<file path="config.mk">
export PLATFORM = sky130hd
export DESIGN_NAME = nmea_gga_position_parser
export DESIGN_NICKNAME = d
export VERILOG_FILES = /design/src/hw/rtl/ngga_pkg.sv /design/src/hw/rtl/ngga_conv.sv /design/src/hw/rtl/ngga_scan.sv /design/src/hw/rtl/ngga_obuf.sv /design/src/hw/rtl/nmea_gga_position_parser.sv
export SDC_FILE = /design/constraint.sdc
export NUM_CORES = 2
export LEC_CHECK = 0
export BUFFER_PORTS_ARGS = -buffer_cell sky130_fd_sc_hd__buf_4
export CORE_UTILIZATION = 35
export DETAILED_ROUTE_END_ITERATION = 10
export PLACE_DENSITY = 0.58
export REMOVE_ABC_BUFFERS = 1
export SYNTH_ARGS = -nofsm -noshare
export SYNTH_HDL_FRONTEND = slang
export SYNTH_SLANG_ARGS = --single-unit
</file>
<file path="constraint.sdc">
create_clock -name clock -period 29.1 [get_ports clock]
set_input_delay 4.365 -clock clock [delete_from_list [all_inputs] [get_ports clock]]
set_output_delay 4.365 -clock clock [all_outputs]
set_load 0.02 [all_outputs]
</file>
<file path="src/hw/rtl/ngga_pkg.sv">
// shared types, constants and elaboration helpers of the gga sentence parser
package ngga_pkg;

   localparam int CHAR_W   = 8;
   localparam int HDR_W    = 48;
   localparam int LAT_W    = 31;
   localparam int LON_W    = 34;
   localparam int FIX_W    = 4;
   localparam int SAT_W    = 7;
   localparam int DIL_W    = 14;
   localparam int FIELD_W  = 4;
   localparam int CNT_W    = 4;
   localparam int DEG_W    = 10;
   localparam int FIX_V_W  = 7;
   localparam int SAT_V_W  = 10;
   localparam int DIL_V_W  = 17;
   localparam int RM_W     = 6;

   localparam logic [CHAR_W-1:0] CHAR_DOLLAR = 8'h24;
   localparam logic [CHAR_W-1:0] CHAR_COMMA  = 8'h2c;
   localparam logic [CHAR_W-1:0] CHAR_POINT  = 8'h2e;
   localparam logic [CHAR_W-1:0] CHAR_ZERO   = 8'h30;
   localparam logic [CHAR_W-1:0] CHAR_NINE   = 8'h39;

   localparam logic [HDR_W-1:0] HEADER_RESET = 48'h244750474741;

   localparam logic [FIELD_W-1:0] FIELD_LAT  = 4'd2;
   localparam logic [FIELD_W-1:0] FIELD_LON  = 4'd4;
   localparam logic [FIELD_W-1:0] FIELD_FIX  = 4'd6;
   localparam logic [FIELD_W-1:0] FIELD_SAT  = 4'd7;
   localparam logic [FIELD_W-1:0] FIELD_DIL  = 4'd8;
   localparam logic [FIELD_W-1:0] FIELD_DONE = 4'd8;
   localparam logic [FIELD_W-1:0] FIELD_MAX  = 4'd15;
   localparam logic [CNT_W-1:0]   CNT_MAX    = 4'd15;

   localparam logic [CNT_W-1:0] LAT_DEG_DIGITS = 4'd2;
   localparam logic [CNT_W-1:0] LON_DEG_DIGITS = 4'd3;

   localparam logic [FIX_W-1:0]   FIX_CAP  = 4'd9;
   localparam logic [SAT_W-1:0]   SAT_CAP  = 7'd99;
   localparam logic [DIL_W-1:0]   DIL_CAP  = 14'd9999;
   localparam logic [DIL_V_W-1:0] DIL_UNIT = 17'd100;
   localparam int                 DIL_FRAC_DIGITS = 2;

   localparam logic [LON_W-1:0] DEG_SCALE = 34'd10000000;

   typedef struct packed {
      logic [LAT_W-1:0] latitude_e7;
      logic [LON_W-1:0] longitude_e7;
      logic [FIX_W-1:0] fix_code;
      logic [SAT_W-1:0] satellite_count;
      logic [DIL_W-1:0] dilution_e2;
      logic             parse_ok;
   } ngga_result_type;

   typedef struct packed {
      logic valid;
      logic is_lon;
   } ngga_conv_req_type;

   function automatic longint pow10(int n);
      longint v;
      v = 1;
      for (int i = 0; i < n; i++) begin
         v = v * 10;
      end
      return v;
   endfunction

   // bits of the minutes accumulator, saturating one unit below 660 minutes
   function automatic int min_acc_width(int f);
      return $clog2(660 * pow10(f));
   endfunction

endpackage

</file>
<file path="src/hw/rtl/ngga_conv.sv">
// coordinate conversion pipeline: degrees and scaled minutes to 1e-7 degree
module ngga_conv #(
   parameter int MINUTE_FRACTION_DIGITS = 4,
   localparam int MIN_W = ngga_pkg::min_acc_width(MINUTE_FRACTION_DIGITS)
) (
   input  logic                              clock,
   input  logic                              reset,
   input  ngga_pkg::ngga_conv_req_type       conv_req,
   input  logic [ngga_pkg::DEG_W-1:0]        conv_deg,
   input  logic [MIN_W-1:0]                  conv_min,
   output logic [ngga_pkg::LAT_W-1:0]        lat_held,
   output logic [ngga_pkg::LON_W-1:0]        lon_held
);

   localparam int     RS        = MIN_W + 6;
   localparam int     RECIP_W   = MIN_W + 1;
   localparam int     PROD_W    = MIN_W + RECIP_W;
   localparam int     QM_W      = MIN_W - 5;
   localparam longint RECIP     = ((longint'(1) << RS) + 59) / 60;
   localparam longint MIN_SCALE = ngga_pkg::pow10(7 - MINUTE_FRACTION_DIGITS);
   localparam int     A_W       = $clog2(MIN_SCALE);

   // floor(r * MIN_SCALE / 60) for a remainder r of minutes mod 60
   logic [A_W-1:0] frac_tbl [2**ngga_pkg::RM_W];

   for (genvar r = 0; r < 2**ngga_pkg::RM_W; r++) begin : g_frac
      localparam longint FV = (r * MIN_SCALE) / 60;
      assign frac_tbl[r] = A_W'(FV);
   end

   logic                       s1_valid_ff;
   logic                       s1_lon_ff;
   logic [PROD_W-1:0]          s1_prod_ff;
   logic [ngga_pkg::LON_W-1:0] s1_deg_ff;
   logic [MIN_W-1:0]           s1_min_ff;

   logic                       s2_valid_ff;
   logic                       s2_lon_ff;
   logic [QM_W-1:0]            s2_qm_ff;
   logic [ngga_pkg::RM_W-1:0]  s2_rm_ff;
   logic [ngga_pkg::LON_W-1:0] s2_deg_ff;

   logic [ngga_pkg::LAT_W-1:0] lat_held_ff;
   logic [ngga_pkg::LON_W-1:0] lon_held_ff;

   logic [QM_W-1:0]            qm;
   logic [MIN_W-1:0]           rm_full;
   logic [ngga_pkg::LON_W-1:0] coord;

   // quotient by reciprocal is exact over the whole minutes range
   always_comb begin
      qm      = s1_prod_ff[PROD_W-1:RS];
      rm_full = s1_min_ff - MIN_W'({qm, 6'b000000}) + MIN_W'({qm, 2'b00});
      coord   = s2_deg_ff + ngga_pkg::LON_W'(s2_qm_ff) * ngga_pkg::LON_W'(MIN_SCALE)
              + ngga_pkg::LON_W'(frac_tbl[s2_rm_ff]);
   end

   always_ff @(posedge clock) begin
      if (reset) begin
         s1_valid_ff <= 1'b0;
         s2_valid_ff <= 1'b0;
      end else begin
         s1_valid_ff <= conv_req.valid;
         s2_valid_ff <= s1_valid_ff;
      end
   end

   always_ff @(posedge clock) begin
      if (conv_req.valid) begin
         s1_lon_ff  <= conv_req.is_lon;
         s1_prod_ff <= PROD_W'(conv_min) * PROD_W'(RECIP);
         s1_deg_ff  <= ngga_pkg::LON_W'(conv_deg) * ngga_pkg::DEG_SCALE;
         s1_min_ff  <= conv_min;
      end
      if (s1_valid_ff) begin
         s2_lon_ff <= s1_lon_ff;
         s2_qm_ff  <= qm;
         s2_rm_ff  <= rm_full[ngga_pkg::RM_W-1:0];
         s2_deg_ff <= s1_deg_ff;
      end
      if (s2_valid_ff) begin
         if (s2_lon_ff) begin
            lon_held_ff <= coord;
         end else begin
            lat_held_ff <= ngga_pkg::LAT_W'(coord);
         end
      end
   end

   assign lat_held = lat_held_ff;
   assign lon_held = lon_held_ff;

endmodule

</file>
<file path="src/hw/rtl/ngga_scan.sv">
// byte scanner: input register, header match, field counting and number parsing
module ngga_scan #(
   parameter int HEADER_LEN = 6,
   parameter int MINUTE_FRACTION_DIGITS = 4,
   localparam int MIN_W = ngga_pkg::min_acc_width(MINUTE_FRACTION_DIGITS)
) (
   input  logic                              clock,
   input  logic                              reset,
   input  logic                              req_valid,
   output logic                              req_stall,
   input  logic [ngga_pkg::CHAR_W-1:0]       req_char_in,
   input  logic                              csr_wr_en,
   input  logic [ngga_pkg::HDR_W-1:0]        csr_wr_data,
   input  logic                              blocked,
   input  logic [ngga_pkg::LAT_W-1:0]        lat_held,
   input  logic [ngga_pkg::LON_W-1:0]        lon_held,
   output ngga_pkg::ngga_result_type         result,
   output logic                              result_valid,
   output ngga_pkg::ngga_conv_req_type       conv_req,
   output logic [ngga_pkg::DEG_W-1:0]        conv_deg,
   output logic [MIN_W-1:0]                  conv_min
);

   localparam int     F       = MINUTE_FRACTION_DIGITS;
   localparam int     HP_W    = $clog2(HEADER_LEN + 1);
   localparam int     FMAX    = (F > ngga_pkg::DIL_FRAC_DIGITS) ? F : ngga_pkg::DIL_FRAC_DIGITS;
   localparam int     FR_W    = $clog2(FMAX + 1);
   localparam int     MV_W    = MIN_W + 4;
   localparam longint MIN_UNIT = ngga_pkg::pow10(F);
   localparam longint MIN_CAP  = 660 * MIN_UNIT - 1;

   logic [MV_W-1:0] pow_tbl [2**FR_W];

   for (genvar k = 0; k < 2**FR_W; k++) begin : g_pow
      localparam longint PV = ngga_pkg::pow10(k);
      assign pow_tbl[k] = MV_W'(PV);
   end

   logic                          in_valid_ff;
   logic [ngga_pkg::CHAR_W-1:0]   in_char_ff;
   logic [ngga_pkg::HDR_W-1:0]    header_ff;
   logic [HP_W-1:0]               hp_ff, hp_in;
   logic                          match_ff, match_in;
   logic [ngga_pkg::FIELD_W-1:0]  field_ff, field_in;
   logic [ngga_pkg::CNT_W-1:0]    cnt_ff, cnt_in;
   logic                          stop_ff, stop_in;
   logic                          point_ff, point_in;
   logic [FR_W-1:0]               frac_ff, frac_in;
   logic [ngga_pkg::DEG_W-1:0]    deg_ff, deg_in;
   logic [MIN_W-1:0]              min_ff, min_in;
   logic [ngga_pkg::FIX_W-1:0]    fix_ff, fix_in;
   logic [ngga_pkg::SAT_W-1:0]    sat_ff, sat_in;
   logic [ngga_pkg::DIL_W-1:0]    dil_ff, dil_in;

   logic                          step;
   logic                          emit;
   logic                          ok;
   logic                          go;
   logic                          dig;
   logic                          upd;
   logic [3:0]                    dval;
   logic [63:0]                   hdr_ext;
   logic [2:0]                    hidx;
   logic [ngga_pkg::CHAR_W-1:0]   hbyte;
   logic [ngga_pkg::CNT_W-1:0]    dd;
   logic [MV_W-1:0]               mv;
   logic [ngga_pkg::DIL_V_W-1:0]  dv;
   logic [ngga_pkg::FIX_V_W-1:0]  fv;
   logic [ngga_pkg::SAT_V_W-1:0]  sv;

   assign step      = in_valid_ff && !blocked;
   assign req_stall = blocked;
   assign hdr_ext   = {16'h0000, header_ff};
   assign dig       = (in_char_ff >= ngga_pkg::CHAR_ZERO) && (in_char_ff <= ngga_pkg::CHAR_NINE);
   assign dval      = in_char_ff[3:0];

   always_comb begin
      hp_in    = hp_ff;
      match_in = match_ff;
      field_in = field_ff;
      cnt_in   = cnt_ff;
      stop_in  = stop_ff;
      point_in = point_ff;
      frac_in  = frac_ff;
      deg_in   = deg_ff;
      min_in   = min_ff;
      fix_in   = fix_ff;
      sat_in   = sat_ff;
      dil_in   = dil_ff;
      emit     = 1'b0;
      go       = 1'b0;
      upd      = 1'b0;
      hidx     = '0;
      hbyte    = '0;
      dd       = ngga_pkg::LAT_DEG_DIGITS;
      mv       = '0;
      dv       = '0;
      fv       = '0;
      sv       = '0;
      conv_req = '0;
      if (step) begin
         emit = (in_char_ff == ngga_pkg::CHAR_DOLLAR) && match_ff
             && (hp_ff == HP_W'(HEADER_LEN));
         // a dollar sign opens a new sentence whatever came before
         if (in_char_ff == ngga_pkg::CHAR_DOLLAR) begin
            hp_in    = '0;
            match_in = 1'b1;
            field_in = '0;
            cnt_in   = '0;
            stop_in  = 1'b0;
            point_in = 1'b0;
            frac_in  = '0;
            deg_in   = '0;
            min_in   = '0;
            fix_in   = '0;
            sat_in   = '0;
            dil_in   = '0;
         end
         go = match_in;
         if (go && (hp_in < HP_W'(HEADER_LEN))) begin
            hidx  = 3'(HEADER_LEN - 1) - 3'(hp_in);
            hbyte = hdr_ext[{hidx, 3'b000} +: 8];
            if (in_char_ff != hbyte) begin
               match_in = 1'b0;
               go       = 1'b0;
            end else begin
               hp_in = hp_in + 1'b1;
            end
         end
         if (go && (in_char_ff == ngga_pkg::CHAR_COMMA)) begin
            conv_req.valid  = (field_in == ngga_pkg::FIELD_LAT)
                           || (field_in == ngga_pkg::FIELD_LON);
            conv_req.is_lon = (field_in == ngga_pkg::FIELD_LON);
            if (field_in != ngga_pkg::FIELD_MAX) begin
               field_in = field_in + 1'b1;
            end
            cnt_in   = '0;
            stop_in  = 1'b0;
            point_in = 1'b0;
            frac_in  = '0;
            deg_in   = '0;
            min_in   = '0;
            go       = 1'b0;
         end
         if (go) begin
            unique case (field_in)
               ngga_pkg::FIELD_LAT, ngga_pkg::FIELD_LON: begin
                  dd = (field_in == ngga_pkg::FIELD_LON) ? ngga_pkg::LON_DEG_DIGITS
                                                         : ngga_pkg::LAT_DEG_DIGITS;
                  if (cnt_in < dd) begin
                     if (!stop_in && dig) begin
                        deg_in = ngga_pkg::DEG_W'(deg_in * ngga_pkg::DEG_W'(10))
                               + ngga_pkg::DEG_W'(dval);
                     end else begin
                        stop_in = 1'b1;
                     end
                  end else begin
                     // minutes start right after the degree characters
                     if (cnt_in == dd) begin
                        stop_in = 1'b0;
                     end
                     if (!stop_in) begin
                        if (dig) begin
                           if (!point_in) begin
                              mv  = MV_W'(min_in) * MV_W'(10)
                                  + MV_W'(dval) * MV_W'(MIN_UNIT);
                              upd = 1'b1;
                           end else if (frac_in < FR_W'(F)) begin
                              frac_in = frac_in + 1'b1;
                              mv  = MV_W'(min_in)
                                  + MV_W'(dval) * pow_tbl[FR_W'(F) - frac_in];
                              upd = 1'b1;
                           end
                           if (upd) begin
                              min_in = (mv > MV_W'(MIN_CAP)) ? MIN_W'(MIN_CAP)
                                                             : MIN_W'(mv);
                           end
                        end else if ((in_char_ff == ngga_pkg::CHAR_POINT) && !point_in) begin
                           point_in = 1'b1;
                        end else begin
                           stop_in = 1'b1;
                        end
                     end
                  end
               end
               ngga_pkg::FIELD_FIX: begin
                  if (!stop_in) begin
                     if (dig) begin
                        fv = ngga_pkg::FIX_V_W'(fix_in) * ngga_pkg::FIX_V_W'(10)
                           + ngga_pkg::FIX_V_W'(dval);
                        fix_in = (fv > ngga_pkg::FIX_V_W'(ngga_pkg::FIX_CAP))
                               ? ngga_pkg::FIX_CAP : ngga_pkg::FIX_W'(fv);
                     end else begin
                        stop_in = 1'b1;
                     end
                  end
               end
               ngga_pkg::FIELD_SAT: begin
                  if (!stop_in) begin
                     if (dig) begin
                        sv = ngga_pkg::SAT_V_W'(sat_in) * ngga_pkg::SAT_V_W'(10)
                           + ngga_pkg::SAT_V_W'(dval);
                        sat_in = (sv > ngga_pkg::SAT_V_W'(ngga_pkg::SAT_CAP))
                               ? ngga_pkg::SAT_CAP : ngga_pkg::SAT_W'(sv);
                     end else begin
                        stop_in = 1'b1;
                     end
                  end
               end
               ngga_pkg::FIELD_DIL: begin
                  if (!stop_in) begin
                     if (dig) begin
                        if (!point_in) begin
                           dv  = ngga_pkg::DIL_V_W'(dil_in) * ngga_pkg::DIL_V_W'(10)
                               + ngga_pkg::DIL_V_W'(dval) * ngga_pkg::DIL_UNIT;
                           upd = 1'b1;
                        end else if (frac_in < FR_W'(ngga_pkg::DIL_FRAC_DIGITS)) begin
                           frac_in = frac_in + 1'b1;
                           dv  = ngga_pkg::DIL_V_W'(dil_in) + ngga_pkg::DIL_V_W'(dval)
                               * ngga_pkg::DIL_V_W'(
                                    pow_tbl[FR_W'(ngga_pkg::DIL_FRAC_DIGITS) - frac_in]);
                           upd = 1'b1;
                        end
                        if (upd) begin
                           dil_in = (dv > ngga_pkg::DIL_V_W'(ngga_pkg::DIL_CAP))
                                  ? ngga_pkg::DIL_CAP : ngga_pkg::DIL_W'(dv);
                        end
                     end else if ((in_char_ff == ngga_pkg::CHAR_POINT) && !point_in) begin
                        point_in = 1'b1;
                     end else begin
                        stop_in = 1'b1;
                     end
                  end
               end
               default: begin
               end
            endcase
            if (cnt_in != ngga_pkg::CNT_MAX) begin
               cnt_in = cnt_in + 1'b1;
            end
         end
      end
   end

   // result from the state before the closing dollar sign
   always_comb begin
      ok                     = (field_ff >= ngga_pkg::FIELD_DONE);
      result_valid           = emit;
      result.latitude_e7     = ok ? lat_held : '0;
      result.longitude_e7    = ok ? lon_held : '0;
      result.fix_code        = ok ? fix_ff : '0;
      result.satellite_count = ok ? sat_ff : '0;
      result.dilution_e2     = (ok && (fix_ff != '0)) ? dil_ff : '0;
      result.parse_ok        = ok;
   end

   assign conv_deg = deg_ff;
   assign conv_min = min_ff;

   always_ff @(posedge clock) begin
      if (reset) begin
         in_valid_ff <= 1'b0;
         header_ff   <= ngga_pkg::HEADER_RESET;
         hp_ff       <= '0;
         match_ff    <= 1'b0;
         field_ff    <= '0;
         cnt_ff      <= '0;
         stop_ff     <= 1'b0;
         point_ff    <= 1'b0;
         frac_ff     <= '0;
      end else begin
         if (!blocked) begin
            in_valid_ff <= req_valid;
         end
         if (csr_wr_en) begin
            header_ff <= csr_wr_data;
         end
         if (step) begin
            hp_ff    <= hp_in;
            match_ff <= match_in;
            field_ff <= field_in;
            cnt_ff   <= cnt_in;
            stop_ff  <= stop_in;
            point_ff <= point_in;
            frac_ff  <= frac_in;
         end
      end
   end

   always_ff @(posedge clock) begin
      if (req_valid && !blocked) begin
         in_char_ff <= req_char_in;
      end
      if (step) begin
         deg_ff <= deg_in;
         min_ff <= min_in;
         fix_ff <= fix_in;
         sat_ff <= sat_in;
         dil_ff <= dil_in;
      end
   end

endmodule

</file>
<file path="src/hw/rtl/ngga_obuf.sv">
// result register with one skid entry behind it
module ngga_obuf (
   input  logic                      clock,
   input  logic                      reset,
   input  logic                      in_valid,
   input  ngga_pkg::ngga_result_type in_result,
   input  logic                      rsp_stall,
   output logic                      rsp_valid,
   output ngga_pkg::ngga_result_type rsp_result,
   output logic                      blocked
);

   logic                      rsp_valid_ff;
   logic                      skid_valid_ff;
   ngga_pkg::ngga_result_type rsp_ff;
   ngga_pkg::ngga_result_type skid_ff;
   logic                      rsp_free;

   assign rsp_free   = !rsp_valid_ff || !rsp_stall;
   assign blocked    = skid_valid_ff;
   assign rsp_valid  = rsp_valid_ff;
   assign rsp_result = rsp_ff;

   always_ff @(posedge clock) begin
      if (reset) begin
         rsp_valid_ff  <= 1'b0;
         skid_valid_ff <= 1'b0;
      end else if (skid_valid_ff) begin
         if (rsp_free) begin
            rsp_valid_ff  <= 1'b1;
            skid_valid_ff <= 1'b0;
         end
      end else if (in_valid) begin
         if (rsp_free) begin
            rsp_valid_ff <= 1'b1;
         end else begin
            skid_valid_ff <= 1'b1;
         end
      end else if (rsp_free) begin
         rsp_valid_ff <= 1'b0;
      end
   end

   always_ff @(posedge clock) begin
      if (skid_valid_ff) begin
         if (rsp_free) begin
            rsp_ff <= skid_ff;
         end
      end else if (in_valid) begin
         if (rsp_free) begin
            rsp_ff <= in_result;
         end else begin
            skid_ff <= in_result;
         end
      end
   end

endmodule

</file>
<file path="src/hw/rtl/nmea_gga_position_parser.sv">
// GGA position parser: takes one stream byte per clock and reports one fix per
// matching sentence; the input stalls only when the result register and its
// skid entry both hold a result that has not been taken. The closing dollar
// sign is registered, then its result in the output buffer. Latitude and
// longitude are converted in a three-stage pipeline started by the comma
// ending the coordinate field, which always finishes before the sentence can
// close with all fields present. The user must write the header register only
// while no byte is in flight; the block itself does not enforce this.
module nmea_gga_position_parser #(
   parameter int HEADER_LEN = 6,
   parameter int MINUTE_FRACTION_DIGITS = 4
) (
   input  logic                         clock,
   input  logic                         reset,
   input  logic                         req_valid,
   output logic                         req_stall,
   input  logic [ngga_pkg::CHAR_W-1:0]  req_char_in,
   output logic                         rsp_valid,
   input  logic                         rsp_stall,
   output logic [ngga_pkg::LAT_W-1:0]   rsp_latitude_e7,
   output logic [ngga_pkg::LON_W-1:0]   rsp_longitude_e7,
   output logic [ngga_pkg::FIX_W-1:0]   rsp_fix_code,
   output logic [ngga_pkg::SAT_W-1:0]   rsp_satellite_count,
   output logic [ngga_pkg::DIL_W-1:0]   rsp_dilution_e2,
   output logic                         rsp_parse_ok,
   input  logic                         csr_wr_en,
   input  logic [ngga_pkg::HDR_W-1:0]   csr_wr_data
);

   localparam int MIN_W = ngga_pkg::min_acc_width(MINUTE_FRACTION_DIGITS);

   logic                         blocked;
   logic                         result_valid;
   ngga_pkg::ngga_result_type    result;
   ngga_pkg::ngga_result_type    rsp_result;
   ngga_pkg::ngga_conv_req_type  conv_req;
   logic [ngga_pkg::DEG_W-1:0]   conv_deg;
   logic [MIN_W-1:0]             conv_min;
   logic [ngga_pkg::LAT_W-1:0]   lat_held;
   logic [ngga_pkg::LON_W-1:0]   lon_held;

   ngga_scan #(
      .HEADER_LEN             (HEADER_LEN),
      .MINUTE_FRACTION_DIGITS (MINUTE_FRACTION_DIGITS)
   ) u_scan (
      .clock        (clock),
      .reset        (reset),
      .req_valid    (req_valid),
      .req_stall    (req_stall),
      .req_char_in  (req_char_in),
      .csr_wr_en    (csr_wr_en),
      .csr_wr_data  (csr_wr_data),
      .blocked      (blocked),
      .lat_held     (lat_held),
      .lon_held     (lon_held),
      .result       (result),
      .result_valid (result_valid),
      .conv_req     (conv_req),
      .conv_deg     (conv_deg),
      .conv_min     (conv_min)
   );

   ngga_conv #(
      .MINUTE_FRACTION_DIGITS (MINUTE_FRACTION_DIGITS)
   ) u_conv (
      .clock    (clock),
      .reset    (reset),
      .conv_req (conv_req),
      .conv_deg (conv_deg),
      .conv_min (conv_min),
      .lat_held (lat_held),
      .lon_held (lon_held)
   );

   ngga_obuf u_obuf (
      .clock      (clock),
      .reset      (reset),
      .in_valid   (result_valid),
      .in_result  (result),
      .rsp_stall  (rsp_stall),
      .rsp_valid  (rsp_valid),
      .rsp_result (rsp_result),
      .blocked    (blocked)
   );

   assign rsp_latitude_e7     = rsp_result.latitude_e7;
   assign rsp_longitude_e7    = rsp_result.longitude_e7;
   assign rsp_fix_code        = rsp_result.fix_code;
   assign rsp_satellite_count = rsp_result.satellite_count;
   assign rsp_dilution_e2     = rsp_result.dilution_e2;
   assign rsp_parse_ok        = rsp_result.parse_ok;

endmodule
</file>
After elaboration in Yosys (flattened, before gate mapping)
Memory sizes are Yosys's and may differ from the RTL's.
Cells that the tools add are included.

storage, ports and cells
  flip-flop bits (word level) = 516
  latch bits = 0
  RAM bits = 0
  memory bits (read-only) = 1072
  bits of input ports = 61
  output and inout bits = 93
  logic and storage cells = 295
  memories = 3

cells by class
  add/subtract/negate cells = 18
  multiply operators = 12
  divide/modulo/power cells = 0
  $lt $le $gt $ge = 14
  equality and inequality tests = 15
  shift operators = 1
  muxes and demuxes = 158
  bitwise logic cells = 6
  reduce and logical (&&, ||, !) cells = 27

memory list
  memory            words  bits a word  read ports  clocked after Yosys merged registers in  wr ports  RTL line          source
  (name not given)  64     10           1           0                                        0         ngga_conv.sv:55   + ngga_pkg::LON_W'(frac_tbl[s2_rm_ff]);
  (name not given)  8      27           1           0                                        0         ngga_scan.sv:221  pow_tbl[FR_W'(ngga_pkg::DIL_FRAC_DIGITS) - frac_in]);
  (name not given)  8      27           1           0                                        0         ngga_scan.sv:171  + MV_W'(dval) * pow_tbl[FR_W'(F) - frac_in];

operator list
  cell                                                                     number
  91-bit 2-to-1 mux                                                        4
  27-bit 2-to-1 mux                                                        10
  23-bit 2-to-1 mux                                                        10
  17-bit 2-to-1 mux                                                        9
  14-bit 2-to-1 mux                                                        9
  10-bit 2-to-1 mux                                                        9
  4-bit 2-to-1 mux                                                         18
  64-bit by 7-bit variable part select with 8-bit output                   1
  1-bit 2-to-1 mux                                                         57
  7-bit 2-to-1 mux                                                         8
  3-bit 2-to-1 mux                                                         17
  23-bit by 24-bit multiplier with 47-bit output (second input constant)   1
  34-bit by 10-bit adder with 34-bit output                                1
  34-bit by 28-bit adder with 34-bit output                                1
  34-bit 2-to-1 mux                                                        1
  31-bit 2-to-1 mux                                                        1
  23-bit by 27-bit adder with 27-bit output                                1
  27-bit by 18-bit adder with 27-bit output                                1
  27-bit by 23-bit > comparator with 1-bit output (second input constant)  1
  10-bit by 17-bit multiplier with 27-bit output (second input constant)   1
  4-bit by 27-bit multiplier with 27-bit output                            1
  23-bit by 3-bit multiplier with 26-bit output (second input constant)    1
  18-bit by 7-bit multiplier with 25-bit output (second input constant)    1
  8-bit by 6-bit equality test with 1-bit output (second input constant)   3
  other kinds (50)                                                         84

Longest topological paths before layout
  depth after elaboration = 36
  gate-level depth with buffers = 43
  depth with buffers taken out = 36

Modules after synthesis
A second synthesis with hierarchy kept.

unflattened totals
  cells, all modules = 4304
  area total of the unflattened synthesis = 43920.9 um^2

modules (own cells, without submodules)
  module     instances  cells each  area each (um^2)
  ngga_scan  1          2341        19080.8
  ngga_conv  1          1672        18179.9
  ngga_obuf  1          291         6660.1

Worst setup path before layout
Ideal clock, no wire load.

  kind = register -> register
  start = reg u_scan.in_char_ff[1] (netlist bit)
  end = reg u_scan.min_ff[0] (netlist: u_scan.conv_min[0]) (data pin)
  data arrival time = 10.474 ns
  slack = 18.348 ns
  cell stages (with the launch flop) = 41
  period minus slack after synthesis = 10.752 ns
  cells stage by stage = edfxtp_1 > clkbuf_1 > inv_1 > ha_1 > nand2_1 > nor2_2 > o311a_1 > xor2_1 > nand4b_2 > nand3_1 > nand2_1 > clkbuf_1 > nand2_1 > inv_1 > clkbuf_1 > ha_1 > clkbuf_1 > inv_1 > [... 5 more ...] > nand3_1 > fa_1 > fa_1 > fa_1 > inv_1 > ha_1 > nor2b_1 > o31a_1 > o21ba_2 > o31a_1 > a2111oi_1 > o21ai_0 > o21a_1 > o41a_1 > a32o_1 > a21o_1 > a21oi_1 > a31oi_1

between the ends
  longest elaborated chain between the ends = 36
  elaborated cells on any way between the ends = 89
  those cells by class = 6 x add/sub; 3 x mul; 6 x order compare; 7 x eq/ne; 1 x shift; 60 x mux; 1 x bitwise; 4 x reduce/logical; 1 x memory

RTL lines
  element                                                 RTL line          source
  from (decl)                                             ngga_scan.sv:40   logic [ngga_pkg::CHAR_W-1:0] in_char_ff;
  from (signal assigned)                                  ngga_scan.sv:292  in_char_ff <= req_char_in;
  8-bit by 6-bit equality test with 1-bit output          ngga_scan.sv:105  if (in_char_ff == ngga_pkg::CHAR_DOLLAR) begin
  3-bit 2-to-1 mux                                        ngga_scan.sv:105
  3-bit 2-to-1 mux                                        ngga_scan.sv:101  if (step) begin
  3-bit subtractor                                        ngga_scan.sv:121  hidx = 3'(HEADER_LEN - 1) - 3'(hp_in);
  64-bit by 7-bit variable part select with 8-bit output  ngga_scan.sv:122  hbyte = hdr_ext[{hidx, 3'b000} +: 8];
  8-bit inequality test                                   ngga_scan.sv:123  if (in_char_ff != hbyte) begin
  1-bit 2-to-1 mux                                        ngga_scan.sv:123
  1-bit 2-to-1 mux                                        ngga_scan.sv:120  if (go && (hp_in < HP_W'(HEADER_LEN))) begin
  [... 21 more ...]                                       -
  23-bit 2-to-1 mux                                       ngga_scan.sv:175  min_in = (mv > MV_W'(MIN_CAP)) ? MIN_W'(MIN_CAP)
  23-bit 2-to-1 mux                                       ngga_scan.sv:174  if (upd) begin
  23-bit 2-to-1 mux                                       ngga_scan.sv:163  if (dig) begin
  23-bit 2-to-1 mux                                       ngga_scan.sv:162  if (!stop_in) begin
  23-bit 2-to-1 mux                                       ngga_scan.sv:150  if (cnt_in < dd) begin
  23-bit 2-to-1 mux                                       ngga_scan.sv:146  unique case (field_in)
  23-bit 2-to-1 mux (*)                                   ngga_scan.sv:145  if (go) begin
  named net u_scan.min_in[0]                              ngga_scan.sv:50   logic [MIN_W-1:0] min_ff, min_in;
  to (signal assigned)                                    ngga_scan.sv:296  min_ff <= min_in;
  to (decl)                                               ngga_scan.sv:50

The timed path passes the listed nets; every way through them passes the cells marked *. The select of a mux whose other input is x is not followed.
A chain may end at the register's enable or synchronous reset.

Worst setup path after layout
  start = reg u_scan.in_char_ff[1] (netlist bit)
  end = reg u_scan.min_ff[8] (netlist: u_scan.conv_min[8]) (data pin)

Same word-level chain as after synthesis.

==> impl_metrics.ini <==
[setup_path]
worstReg2RegStart = u_scan.in_char_ff[1]
cp.arrival_ns = 12.90
crit_path_end_kind = flop
start_kind = flop
r2r-end = u_scan.conv_min[8]
cp-startpoint = u_scan.in_char_ff[1]
cp_slowest_cell = a2111oi_0
rr_worst_depth = 38
r2r_setup_slack_ns = 16.51
cpMostUsedCell = inv_1
critical_path_required_ns = 29.41
max_stage_delay_ns = 0.80
crit_path_end = u_scan.conv_min[8]
path_class = flop to flop
worstPathMaxFanout = 47
crit_family = simple AND/OR/NAND/NOR gates
path_depth = 38
crit_buf_inv = 7

[timing]
fin_skew_ns = 0.0222
fin_crit_sh_pct = 43.3
hold_viol = 0
slew_headroom_pct = 25.7
tns_ns = 0
fin_crit_ns = 12.59
clock.fmax_mhz = 79.4
setup_viol = 0
slew_viol_final = 0
worstMarginPinSlew_ns = 1.11
holdWs_ns = 0.404
rsz0062_at_grt = false

[global_routing]
antenna_found_initial = 0
grt_pass1_wl_um = 158000
overflow = 0
first_global_vias = 29600
grt_usage_pct = 15.9
grt_start_max_net_pins = 90

[yosys]
synth_edf_count = 417
synth_area_leaders = edfxtp_1 29%, ha_1 17%, fa_1 12%
synthFlopType = edfxtp_1
ys_ff_latch = 487
synth_top_family_by_area = adder cells
synth-compound-area-share_pct = 11.4
synth.distinct_cells = 104
ys_seq_area_share_pct = 32.7
synth_top_area_share_pct = 29.4
synth_top_area_cell = edfxtp_1
synth_most_common_cell = ha_1
ys_warn_count = 0
ys_top_cells_by_count = 580 x ha_1, 513 x inv_1, 417 x edfxtp_1
synthAdderAreaFrac_pct = 29.5
syn_area_um2 = 42600
post_synth_xor_area_fraction_pct = 4.09
avgSynthCellArea_um2 = 10.4
syn_inst = 4116
synthMuxAreaShare_pct = 4.53
synthArstFlopShare_pct = 0
yosys.area_share.simple_pct = 12.1

[clocking]
clk_latency_ns = 0.61
cts_resized = 0
h-tree-depth = 2
cts-root-buf = clkbuf_16
postCtsSetupBuffers = 0
clockBufferDepth = 3
path_clk_slew_ns = 0.07
cts_tree = done
holdBufCountCts = 0
clock_sinks = 487
numCtsBuffers = 51

[floorplan]
initial_core_util_pct = 35.4
rows = 127
die_w_um = 351
io_pins = 154
core_um2 = 120000
die_area_um2 = 123000
die_h_um = 351

[hold_path]
hp-class = flop to flop

[place]
placed_area_um2 = 45500
port-buffer-count = 153
hpwl_um = 78300
gp_congestion = 0.894

[power_and_ir_drop]
powerDensity_nw_per_um2 = 48.5
vdd_drop_max_mv = 0.0394
cellLeakagePower_nw = 20.9

[cells_and_area]
syn_to_final_growth_pct = 10.9
drive_gt1_share_pct = 9.85
fin_util_pct = 39.3
fin_area_um2 = 47300
n_antenna_cell = 0
fin_nets = 5130

[routing]
ant_nets = 0
vias = 29900
drc = 0
vias_per_cell = 5.09
drt_iter0_drc = 1785
routed_wl_um = 98600
drtPass1Iterations = 6
wire_per_inst_um = 16.8

[run]
drv_cap = 0

[status]
status = finished clean
-- sequential cells by signal, indices dropped and copies added, names as in the netlist, 3 cells and up --
register / count
u_scan.field_ff: 4
u_conv.s2_rm_ff: 6
u_scan.in_char_ff: 8
u_conv.lon_held: 34
u_scan.sat_ff: 7
u_scan.dil_ff: 14
u_scan.cnt_ff: 4
u_scan.hp_ff: 3
u_conv.s2_deg_ff: 27
u_conv.s1_prod_ff: 18
u_conv.s1_min_ff: 6
u_scan.header_ff: 48
u_conv.s1_deg_ff: 27
u_scan.fix_ff: 4
u_scan.frac_ff: 3
u_conv.lat_held: 31
u_obuf.rsp_result: 91
u_scan.conv_min: 23
u_obuf.skid_ff: 91
u_conv.s2_qm_ff: 18
u_scan.conv_deg: 10
-- final cells by class --
| type | count | area, µm² |
|---|---|---|
| Clock inverter | 35 | 410 |
| Multi-Input combinational cell | 2989 | 26300 |
| Fill cell | 11700 | 73000 |
| Sequential cell | 487 | 13900 |
| Tap cell | 1612 | 2020 |
| Inverter | 518 | 1940 |
| Timing Repair Buffer | 176 | 1320 |
| Clock buffer | 61 | 1360 |
-- worst register-to-register path: cells and delay by family (launching register included) --
kind | cells | cell delay, ns
muxes | 1 | 0.38
buffers and inverters | 7 | 1.90
DFF | 1 | 0.38
and+or+nand+nor | 11 | 3.21
xor gates and xnor gates | 1 | 0.19
adders and majority gates | 7 | 3.17
AOI/OAI and AO/OA | 11 | 3.06
-- power breakdown --
part           internal (mW)  leakage, nW  switching [mW]
combinational          0.346         15.7           0.477
sequential             0.772         4.40         0.00960
clock                  0.400        0.876           0.288
total                   1.52         20.9           0.775
-- worst min path at each step --
stage | startpoint | to | slack, ns | cells after the start
CTS | u_conv.s1_deg_ff[29] | u_conv.s2_deg_ff[29] | 0.41 | 0
floorplan | u_conv.s1_deg_ff[10] | u_conv.s2_deg_ff[10] | 0.40 | 0
global placement | u_conv.s1_prod_ff[36] | u_conv.s2_qm_ff[7] | 0.40 | 0
detailed placement | u_conv.s1_deg_ff[12] | u_conv.s2_deg_ff[12] | 0.40 | 0
global route | u_conv.s1_deg_ff[29] | u_conv.s2_deg_ff[29] | 0.41 | 0
finish | u_conv.s1_deg_ff[29] | u_conv.s2_deg_ff[29] | 0.40 | 0
-- through the flow --
step                      cells  total power, mW  setup WS, ns
after global placement     5782             1.61         17.15
after CTS                  5878             2.31         16.64
after global routing       5878             2.45         15.73
after detailed placement   5782             1.61         16.71
final                      5878             2.29         16.51
after floorplan            3994             1.42         17.24
-- cell families after synthesis --
family	count (synthesis)
adders and majority gates	846
AOI/OAI and AO/OA	720
xor gates and xnor gates	199
DFF	487
buffers and inverters	640
and+or+nand+nor	1044
muxes	180
-- cell usage in the layout (no fill, tap or decap), types with 15 or more instances in the layout --
master and n:
a211oi_1 30, a21o_1 54, a21oi_1 165, a31oi_1 48, and2_1 136, and3_1 32
buf_4 176, clkbuf_16 52, dfxtp_1 67, edfxtp_1 417, fa_1 266, ha_1 580
inv_1 512, mux2_2 103, mux2i_1 77, nand2_1 276, nand2b_1 27, nand3_1 90
nand4_1 16, nor2_1 268, nor2b_1 29, nor3_1 71, o211ai_1 27, o21a_1 40
o21ai_0 133, o21bai_1 20, o22ai_1 15, o31ai_1 23, or3_1 27, xnor2_1 132
xor2_1 67
-- per-layer routing --
layer	vias up	GRT usage (%)	part of all wire, %
li1	14700	-	-
met5	-	0	0
met2	609	26.5	47
met3	133	1.76	4.3
met4	0	4.42	2.5
met1	14500	21.8	46
Power figures use the tool's default switching activity.
